File: config.mk
export PLATFORM = sky130hd
export DESIGN_NAME = arx_key_expansion_256_core_flat
export DESIGN_NICKNAME = d
export VERILOG_FILES = /design/src/rtl/ake256_pkg.sv /design/src/rtl/ake256_if.sv /design/src/rtl/ake256_word_unit.sv /design/src/rtl/ake256_ctrl.sv /design/src/rtl/arx_key_expansion_256_core.sv /design/src/flat_wrapper.sv
export SDC_FILE = /design/constraint.sdc
export NUM_CORES = 2
export LEC_CHECK = 0
export BUFFER_PORTS_ARGS = -buffer_cell sky130_fd_sc_hd__buf_2
export CAP_MARGIN = 20
export CORE_AREA = 2 2 450 229
export DETAILED_ROUTE_END_ITERATION = 8
export DIE_AREA = 0 0 452 231
export PLACE_DENSITY = 0.77
export SLEW_MARGIN = 0
export SYNTH_ARGS = -nofsm -noshare
export SYNTH_HDL_FRONTEND = slang
export SYNTH_SLANG_ARGS = --single-unit
File: constraint.sdc
create_clock -name clk_i -period 14.89 [get_ports clk_i]
set_clock_uncertainty 0.2 [all_clocks]
set_input_delay 0.7445 -clock clk_i [delete_from_list [all_inputs] [get_ports clk_i]]
set_output_delay 0.7445 -clock clk_i [all_outputs]
set_load 0.05 [all_outputs]
File: src/rtl/ake256_pkg.sv
// ake256_pkg: constants, sequencer codes and control struct for the 256-bit key expansion.
// Used by the word unit, the sequencer, the core and both test files; depends on nothing.
package ake256_pkg;

  localparam int unsigned Rounds   = 16;
  localparam int unsigned NumKeys  = Rounds / 2;
  localparam int unsigned KeyWords = 8;
  localparam int unsigned PassW    = $clog2(Rounds);
  localparam int unsigned WordIdxW = $clog2(KeyWords);
  localparam int unsigned KeyIdxW  = 5;

  localparam logic [31:0] Golden = 32'h9E3779B9;

  localparam logic [KeyWords-1:0][31:0] XorConst = {
    32'h644c7ad7, 32'h47c6abd9, 32'h2ef6ef14, 32'h98317698,
    32'hcf4c5d88, 32'h25e9e4d5, 32'h7bd0dfca, 32'h38183a08
  };

  typedef enum logic [3:0] {
    ST_IDLE = 4'b0001,
    ST_MIX  = 4'b0010,
    ST_DIFF = 4'b0100,
    ST_EMIT = 4'b1000
  } state_e;

  typedef struct packed {
    logic                idle;
    logic                load;
    logic                mix;
    logic                step;
    logic                pass_end;
    logic                emit;
    logic                last;
    logic [WordIdxW-1:0] word_idx;
    logic [KeyIdxW-1:0]  key_idx;
  } ctl_t;

endpackage

File: src/rtl/ake256_if.sv
// ake256_key_if / ake256_rk_if: valid/ready channels for input keys and round-key words.
// Depends on nothing.
interface ake256_key_if;
  logic        valid;
  logic        ready;
  logic [63:0] key_bytes_0_7;
  logic [63:0] key_bytes_8_15;
  logic [63:0] key_bytes_16_23;
  logic [63:0] key_bytes_24_31;

  modport source (output valid, key_bytes_0_7, key_bytes_8_15, key_bytes_16_23,
                  key_bytes_24_31, input ready);
  modport sink   (input valid, key_bytes_0_7, key_bytes_8_15, key_bytes_16_23,
                  key_bytes_24_31, output ready);
endinterface

interface ake256_rk_if;
  logic        valid;
  logic        ready;
  logic [4:0]  round_number;
  logic [63:0] round_bytes_0_7;
  logic [63:0] round_bytes_8_15;
  logic [63:0] round_bytes_16_23;
  logic [63:0] round_bytes_24_31;
  logic        final_round_key;

  modport source (output valid, round_number, round_bytes_0_7, round_bytes_8_15,
                  round_bytes_16_23, round_bytes_24_31, final_round_key, input ready);
  modport sink   (input valid, round_number, round_bytes_0_7, round_bytes_8_15,
                  round_bytes_16_23, round_bytes_24_31, final_round_key, output ready);
endinterface

File: src/rtl/ake256_word_unit.sv
// ake256_word_unit: shared add-rotate-add update of one working word.
// Depends on ake256_pkg.
module ake256_word_unit (
  input  logic [31:0]                        a_i,
  input  logic [31:0]                        b_i,
  input  logic [31:0]                        c_i,
  input  logic [31:0]                        d_i,
  input  logic [31:0]                        rc_i,
  input  logic [ake256_pkg::WordIdxW-1:0]    idx_i,
  output logic [31:0]                        y_o
);

  localparam logic [ake256_pkg::KeyWords-1:0][4:0] RotTable = {
    5'd17, 5'd12, 5'd13, 5'd2, 5'd8, 5'd21, 5'd11, 5'd7
  };

  logic [31:0] sum;
  logic [63:0] dbl;

  assign sum = b_i + c_i;
  assign dbl = {sum, sum} << RotTable[idx_i];
  assign y_o = a_i + dbl[63:32] + d_i + rc_i;

endmodule

File: src/rtl/ake256_ctrl.sv
// ake256_ctrl: sequencer for load, byte mix, diffusion passes and emission.
// Depends on ake256_pkg.
module ake256_ctrl (
  input  logic             clk_i,
  input  logic             rst_ni,
  input  logic             in_valid_i,
  input  logic             slot_free_i,
  output ake256_pkg::ctl_t ctl_o
);

  ake256_pkg::state_e                  state_q, state_d;
  logic [ake256_pkg::WordIdxW-1:0]     word_q, word_d;
  logic [ake256_pkg::PassW-1:0]        pass_q, pass_d;
  logic [ake256_pkg::KeyIdxW-1:0]      key_q, key_d;
  logic                                word_end, pass_last, key_last;

  assign word_end  = word_q == ake256_pkg::WordIdxW'(ake256_pkg::KeyWords - 1);
  assign pass_last = pass_q == ake256_pkg::PassW'(ake256_pkg::Rounds - 1);
  assign key_last  = key_q == ake256_pkg::KeyIdxW'(ake256_pkg::NumKeys - 1);

  always_comb begin
    ctl_o          = '0;
    ctl_o.idle     = state_q == ake256_pkg::ST_IDLE;
    ctl_o.load     = ctl_o.idle && in_valid_i;
    ctl_o.mix      = state_q == ake256_pkg::ST_MIX;
    ctl_o.step     = state_q == ake256_pkg::ST_DIFF;
    ctl_o.pass_end = ctl_o.step && word_end;
    ctl_o.emit     = (state_q == ake256_pkg::ST_EMIT) && slot_free_i;
    ctl_o.last     = key_last;
    ctl_o.word_idx = word_q;
    ctl_o.key_idx  = key_q;
  end

  always_comb begin
    state_d = state_q;
    word_d  = word_q;
    pass_d  = pass_q;
    key_d   = key_q;
    unique case (state_q)
      ake256_pkg::ST_IDLE: begin
        if (in_valid_i) begin
          key_d   = '0;
          state_d = ake256_pkg::ST_MIX;
        end
      end
      ake256_pkg::ST_MIX: begin
        word_d  = '0;
        pass_d  = '0;
        state_d = ake256_pkg::ST_DIFF;
      end
      ake256_pkg::ST_DIFF: begin
        word_d = word_q + 1'b1;
        if (word_end) begin
          pass_d = pass_q + 1'b1;
          if (pass_last) state_d = ake256_pkg::ST_EMIT;
        end
      end
      ake256_pkg::ST_EMIT: begin
        if (slot_free_i) begin
          if (key_last) begin
            state_d = ake256_pkg::ST_IDLE;
          end else begin
            key_d   = key_q + 1'b1;
            state_d = ake256_pkg::ST_MIX;
          end
        end
      end
      default: state_d = ake256_pkg::ST_IDLE;
    endcase
  end

  always_ff @(posedge clk_i or negedge rst_ni) begin
    if (!rst_ni) begin
      state_q <= ake256_pkg::ST_IDLE;
      word_q  <= '0;
      pass_q  <= '0;
      key_q   <= '0;
    end else begin
      state_q <= state_d;
      word_q  <= word_d;
      pass_q  <= pass_d;
      key_q   <= key_d;
    end
  end

  a_onehot: assert property (@(posedge clk_i) disable iff (!rst_ni) $onehot(state_q))
    else $error("sequencer state not one-hot");

  a_load_starts: assert property (@(posedge clk_i) disable iff (!rst_ni)
    ctl_o.load |=> (state_q == ake256_pkg::ST_MIX) && (key_q == '0))
    else $error("key load did not start at round key zero");

  a_last_idles: assert property (@(posedge clk_i) disable iff (!rst_ni)
    (ctl_o.emit && key_last) |=> state_q == ake256_pkg::ST_IDLE)
    else $error("last round key did not return to idle");

  a_stall_holds: assert property (@(posedge clk_i) disable iff (!rst_ni)
    (state_q == ake256_pkg::ST_EMIT && !slot_free_i) |=>
      (state_q == ake256_pkg::ST_EMIT) && $stable(key_q))
    else $error("emission moved on while output stalled");

  a_mix_aligned: assert property (@(posedge clk_i) disable iff (!rst_ni)
    ctl_o.mix |=> (word_q == '0) && (pass_q == '0))
    else $error("diffusion started unaligned");

endmodule

File: src/rtl/arx_key_expansion_256_core.sv
// ARX key expansion, 256-bit key: top level with working registers and output word register.
// Depends on ake256_pkg, ake256_if, ake256_word_unit and ake256_ctrl.
//
// key_i takes one 256-bit key as four 64-bit words (byte 0 in bits 7:0 of the first).
// rk_o delivers Rounds/2 round keys per key, each tagged with its index; the last one
// carries final_round_key. Both channels move a word when valid and ready are high.
// key_i.ready is high only while the block is idle.
// Per round key: byte mixing, Rounds diffusion passes over the eight working words (one
// working word updated per cycle by the shared add-rotate-add unit), then emission.
// A round key waits in the output register while rk_o.ready is low; the sequencer
// holds the next finished round key until the register frees. After the last round
// key is loaded the block is idle again and takes a new key while it waits.
// Reset clears the sequencer and the output valid; no clearing pass is needed.
module arx_key_expansion_256_core (
  input  logic clk_i,
  input  logic rst_ni,
  ake256_key_if.sink  key_i,
  ake256_rk_if.source rk_o
);

  localparam int unsigned HalfBytes = ake256_pkg::KeyWords * 2;

  ake256_pkg::ctl_t                           ctl;
  logic [ake256_pkg::KeyWords*32-1:0]         orig_q;
  logic [ake256_pkg::KeyWords-1:0][31:0]      work_q, work_d;
  logic [ake256_pkg::KeyWords*32-1:0]         key_vec, work_flat, mixed;
  logic [31:0]                                rc_q, new_word;
  logic                                       out_valid_q, slot_free;
  logic [ake256_pkg::KeyIdxW-1:0]             out_idx_q;
  logic [ake256_pkg::KeyWords*32-1:0]         out_key_q;
  logic                                       out_last_q;

  function automatic logic [7:0] nswap(input logic [7:0] b);
    return {b[3:0], b[7:4]};
  endfunction

  assign key_vec   = {key_i.key_bytes_24_31, key_i.key_bytes_16_23,
                      key_i.key_bytes_8_15, key_i.key_bytes_0_7};
  assign work_flat = work_q;
  assign slot_free = !out_valid_q || rk_o.ready;
  assign key_i.ready = ctl.idle;

  ake256_ctrl u_ctrl (
    .clk_i       (clk_i),
    .rst_ni      (rst_ni),
    .in_valid_i  (key_i.valid),
    .slot_free_i (slot_free),
    .ctl_o       (ctl)
  );

  ake256_word_unit u_word (
    .a_i   (work_q[0]),
    .b_i   (work_q[1]),
    .c_i   (work_q[2]),
    .d_i   (work_q[3]),
    .rc_i  (rc_q),
    .idx_i (ctl.word_idx),
    .y_o   (new_word)
  );

  always_comb begin
    mixed = work_flat;
    for (int i = 0; i < HalfBytes; i++) begin
      mixed[8*i +: 8] = work_flat[8*i +: 8] + orig_q[8*i +: 8]
                        + nswap(orig_q[8*(i+HalfBytes) +: 8]);
      mixed[8*(i+HalfBytes) +: 8] = work_flat[8*(i+HalfBytes) +: 8]
                        + orig_q[8*(i+HalfBytes) +: 8] + nswap(orig_q[8*i +: 8]);
    end
  end

  // words rotate down one place per update, so the unit always sees fixed taps
  always_comb begin
    work_d = work_q;
    if (ctl.load) begin
      work_d = key_vec ^ ake256_pkg::XorConst;
    end else if (ctl.mix) begin
      work_d = mixed;
    end else if (ctl.step) begin
      work_d = {new_word, work_q[ake256_pkg::KeyWords-1:1]};
    end
  end

  always_ff @(posedge clk_i) begin
    work_q <= work_d;
    if (ctl.load) begin
      orig_q <= key_vec;
      rc_q   <= ake256_pkg::Golden;
    end else if (ctl.pass_end) begin
      rc_q   <= rc_q + ake256_pkg::Golden;
    end
    if (ctl.emit) begin
      out_idx_q  <= ctl.key_idx;
      out_key_q  <= work_flat;
      out_last_q <= ctl.last;
    end
  end

  always_ff @(posedge clk_i or negedge rst_ni) begin
    if (!rst_ni) begin
      out_valid_q <= 1'b0;
    end else if (ctl.emit) begin
      out_valid_q <= 1'b1;
    end else if (rk_o.ready) begin
      out_valid_q <= 1'b0;
    end
  end

  assign rk_o.valid             = out_valid_q;
  assign rk_o.round_number      = out_idx_q;
  assign rk_o.round_bytes_0_7   = out_key_q[63:0];
  assign rk_o.round_bytes_8_15  = out_key_q[127:64];
  assign rk_o.round_bytes_16_23 = out_key_q[191:128];
  assign rk_o.round_bytes_24_31 = out_key_q[255:192];
  assign rk_o.final_round_key   = out_last_q;

endmodule

File: src/flat_wrapper.sv
// flat-port wrapper written by rule: the top's interface ports become plain ports
module arx_key_expansion_256_core_flat 
  (clk_i, rst_ni, key_i_valid, key_i_key_bytes_0_7, key_i_key_bytes_8_15, key_i_key_bytes_16_23, key_i_key_bytes_24_31, key_i_ready, rk_o_valid, rk_o_round_number, rk_o_round_bytes_0_7, rk_o_round_bytes_8_15, rk_o_round_bytes_16_23, rk_o_round_bytes_24_31, rk_o_final_round_key, rk_o_ready);
  ake256_key_if key_i_i ();
  ake256_rk_if rk_o_i ();
  input  logic clk_i;
  input  logic rst_ni;
  input wire logic [$bits(key_i_i.valid)-1:0] key_i_valid;
  input wire logic [$bits(key_i_i.key_bytes_0_7)-1:0] key_i_key_bytes_0_7;
  input wire logic [$bits(key_i_i.key_bytes_8_15)-1:0] key_i_key_bytes_8_15;
  input wire logic [$bits(key_i_i.key_bytes_16_23)-1:0] key_i_key_bytes_16_23;
  input wire logic [$bits(key_i_i.key_bytes_24_31)-1:0] key_i_key_bytes_24_31;
  output wire logic [$bits(key_i_i.ready)-1:0] key_i_ready;
  output wire logic [$bits(rk_o_i.valid)-1:0] rk_o_valid;
  output wire logic [$bits(rk_o_i.round_number)-1:0] rk_o_round_number;
  output wire logic [$bits(rk_o_i.round_bytes_0_7)-1:0] rk_o_round_bytes_0_7;
  output wire logic [$bits(rk_o_i.round_bytes_8_15)-1:0] rk_o_round_bytes_8_15;
  output wire logic [$bits(rk_o_i.round_bytes_16_23)-1:0] rk_o_round_bytes_16_23;
  output wire logic [$bits(rk_o_i.round_bytes_24_31)-1:0] rk_o_round_bytes_24_31;
  output wire logic [$bits(rk_o_i.final_round_key)-1:0] rk_o_final_round_key;
  input wire logic [$bits(rk_o_i.ready)-1:0] rk_o_ready;
  assign key_i_i.valid = key_i_valid;
  assign key_i_i.key_bytes_0_7 = key_i_key_bytes_0_7;
  assign key_i_i.key_bytes_8_15 = key_i_key_bytes_8_15;
  assign key_i_i.key_bytes_16_23 = key_i_key_bytes_16_23;
  assign key_i_i.key_bytes_24_31 = key_i_key_bytes_24_31;
  assign key_i_ready = key_i_i.ready;
  assign rk_o_valid = rk_o_i.valid;
  assign rk_o_round_number = rk_o_i.round_number;
  assign rk_o_round_bytes_0_7 = rk_o_i.round_bytes_0_7;
  assign rk_o_round_bytes_8_15 = rk_o_i.round_bytes_8_15;
  assign rk_o_round_bytes_16_23 = rk_o_i.round_bytes_16_23;
  assign rk_o_round_bytes_24_31 = rk_o_i.round_bytes_24_31;
  assign rk_o_final_round_key = rk_o_i.final_round_key;
  assign rk_o_i.ready = rk_o_ready;
  arx_key_expansion_256_core u_core (.clk_i(clk_i), .rst_ni(rst_ni), .key_i(key_i_i), .rk_o(rk_o_i));
endmodule
==> results_dict.tcl <==
set metrics [dict create \
    setup_tns_ps 0 \
    multiInputGateArea_um2 23410 \
    cts_buffers 77 \
    totalWireLength_mm 194.8 \
    fin_area_um2 56740 \
    synth_edf_count 774 \
    cts_max_path_buffers 3 \
    die_area_um2 104400 \
    maxCapViolCount 0 \
    drv_slew 0 \
    htreeDepth 3 \
    critPathMaxFanout 7 \
    ant_nets 0 \
    end_kind "flop" \
    cts_hold_buf 28 \
    syn_area_um2 49750 \
    synth_top_family_by_area "adder cells" \
    start_util_pct 49.23 \
    rsz0062_at_grt "false" \
    synthSimpleGateAreaFrac_pct 7.679 \
    synth_compound_area_share_pct 12.42 \
    yosys_most_used_dff "edfxtp_1" \
    viasPerCell 6.045 \
    worst_path_largest_cell_delay_ps 1030 \
    core_area_um2 101000 \
    synth_fa_ha_area_share_pct 19.40 \
    clk_latency_ps 700 \
    drive_gt1_share_pct 15.21 \
    placed_area_um2 53860 \
    reg2reg_depth 33 \
    antenna_found_initial 49 \
    startpoint_type "flop" \
    cts_sinks 823 \
    grt_pass1_wl_mm 267.9 \
    grt_pass1_vias 35150 \
    hold_path_class "in2reg" \
    synth_cells 4228 \
    dpl.hpwl_mm 156.4 \
    crit_arrival_ps 9700 \
    place.gp.congestion 0.9989 \
    cts_tree "done" \
    wire_per_inst_um 31.43 \
    syn_nets 5068 \
    final_nets 5580 \
    clk_pin_slew_worst_paths_ps 70 \
    synth_seq_area_share_pct 48.87 \
    fillers 8482 \
    synthDistinctLibCells 77 \
    drtIter0Drc 5304 \
    period_share_pct 63.45 \
    min_period_ps 9447 \
    clockRootBuffer "clkbuf_16" \
    grt_start_max_net_pins 172 \
    placementRows 83 \
    pin_count 524 \
    timing.fmax_ghz 0.1059 \
    drt_pass1_iterations 6 \
    synth-seq-cells 823 \
    post_cts_resize_count 0 \
    yosysWarningCount 0 \
    seq_area_um2 24310 \
    vias 37470 \
    place_inst 5992 \
    outcome "complete, no violations" \
    post-route-util_pct 56.15 \
    holdPathStages 1 \
    cp_data_required_time_ps 15140 \
    crit_slowest_cell "a2111oi_0" \
    grt-ovfl-total 0 \
    synth.area.mux_share_pct 2.077 \
    synthXorXnorAreaFrac_pct 5.387 \
    path_class "reg2reg" \
    io_buffers 523 \
    track_usage_pct 37.13 \
    instances_no_fill 6198 \
    worst_slew_margin_rel_pct 12.93 \
    async_reset_ff_share_pct 2.066 \
    die_h_um 231 \
    drc 0 \
    final-hold-violation-count 0 \
    post_cts_buffers 0 \
    syn_avg_cell_area_um2 11.77 \
    worstMarginPinSlew_ps 1292 \
    fp.dieW_um 452 \
    setup_viol 0 \
    area.growth.synth_to_final_pct 14.05 \
]
==> cell families (layout without fill, tap and decap cells) <==
family          Yosys count  in the layout
fa+ha+maj               580            580
mux                     100            100
xor+xnor                306            306
other cells               0             37
flops                   823            823
compound gates         1012           1012
buf+inv                 550           1123
simple gates            857            857
==> cells in the mapped netlist, types with 12 or more instances <==
master	n	area share, %
xnor2_1	235	4.1
nor2_1	242	1.8
dfxtp_1	32	1.3
o21a_1	18	0.27
xor2_1	71	1.3
o21ai_0	266	2.7
fa_1	319	13
mux2_2	25	0.57
edfxtp_1	774	47
nor2b_1	60	0.75
a31oi_1	30	0.38
or3_1	15	0.19
and3_1	19	0.24
ha_1	261	6.6
nand4_1	12	0.15
nand2_1	351	2.6
a211oi_1	93	1.4
inv_1	390	2.9
clkbuf_1	134	1.0
a21o_1	145	2.2
nand3_1	24	0.24
a21oi_1	322	3.2
nor3_1	54	0.54
mux2i_1	74	1.5
dfrtp_1	16	0.80
buf_1	17	0.13
nand2b_1	42	0.53
o211ai_1	51	0.77
==> final cells by class <==
class	instances	share of cell area, %
sequential	823	42.85
timing repair buffer	593	5.729
antenna	37	0.1632
clock inverter	46	0.8182
multi-input combinational	2855	41.26
inverter	390	2.593
tap	1360	2.999
clock buffer	94	3.586
==> layout by cell type (no fill, tap or decap), drive strengths merged, types with 71 or more instances in the layout <==
master | synthesis | final
ha | 261 | 261
xor2 | 71 | 71
a21o | 145 | 145
fa | 319 | 319
o21ai | 271 | 271
nand2 | 351 | 351
mux2i | 74 | 74
a211oi | 95 | 95
xnor2 | 235 | 235
nor2 | 242 | 242
clkbuf | 136 | 94
buf | 24 | 565
a21oi | 322 | 322
edfxtp | 774 | 774
inv | 390 | 393
==> critical path, delay by kind of cell (launching register included) <==
kind            cells  cell delay (ps)
fa+ha+maj           6             1980
mux                 5             1120
buf+inv             4              230
simple gates        4              630
flops               1              440
compound gates     14             4590
==> per-layer routing <==
| metal | track usage, % | share of wire [%] |
|---|---|---|
| met5 | 0 | 0.12 |
| met4 | 11.61 | 3.3 |
| met3 | 18.91 | 17 |
| met2 | 47.27 | 38 |
| met1 | 54.01 | 41 |
==> metrics by stage <==
stage,setup WS (ps),hold slack [ps]
after floorplan,1077,226.4
after global routing,5060,9.550
after detailed placement,5766,308.5
after global placement,5871,280.5
final,5443,34.71
after CTS,5756,0.08310
==> sequential cells by signal, summed over array words and instances, names as in the netlist, 4 cells and up <==
name	flops
u_core.orig_q	256
u_core.out_key_q	256
u_core.work_flat	256
u_core.rc_q	32
u_core.rk_o.round_number	5
u_core.u_ctrl.key_q	5
u_core.u_ctrl.pass_q	4
u_core.u_ctrl.state_q	4
==> worst paths after layout <==
path,end,slack [ps],startpoint
setup reg to reg,u_core.work_flat[255],5440,u_core.work_flat[32]
min in group asynchronous,u_core.u_ctrl.key_q[1],420,rst_ni
setup / recovery,u_core.work_flat[255],5440,u_core.work_flat[32]
hold / removal,u_core.orig_q[90],30,key_i_key_bytes_8_15[26]
max in group asynchronous,u_core.u_ctrl.state_q[0],13710,rst_ni
hold reg to reg,u_core.out_key_q[192],330,u_core.work_flat[192]
Power is not shown: default switching activity piles up to over one toggle a cycle in this logic, so the estimate is an artifact.
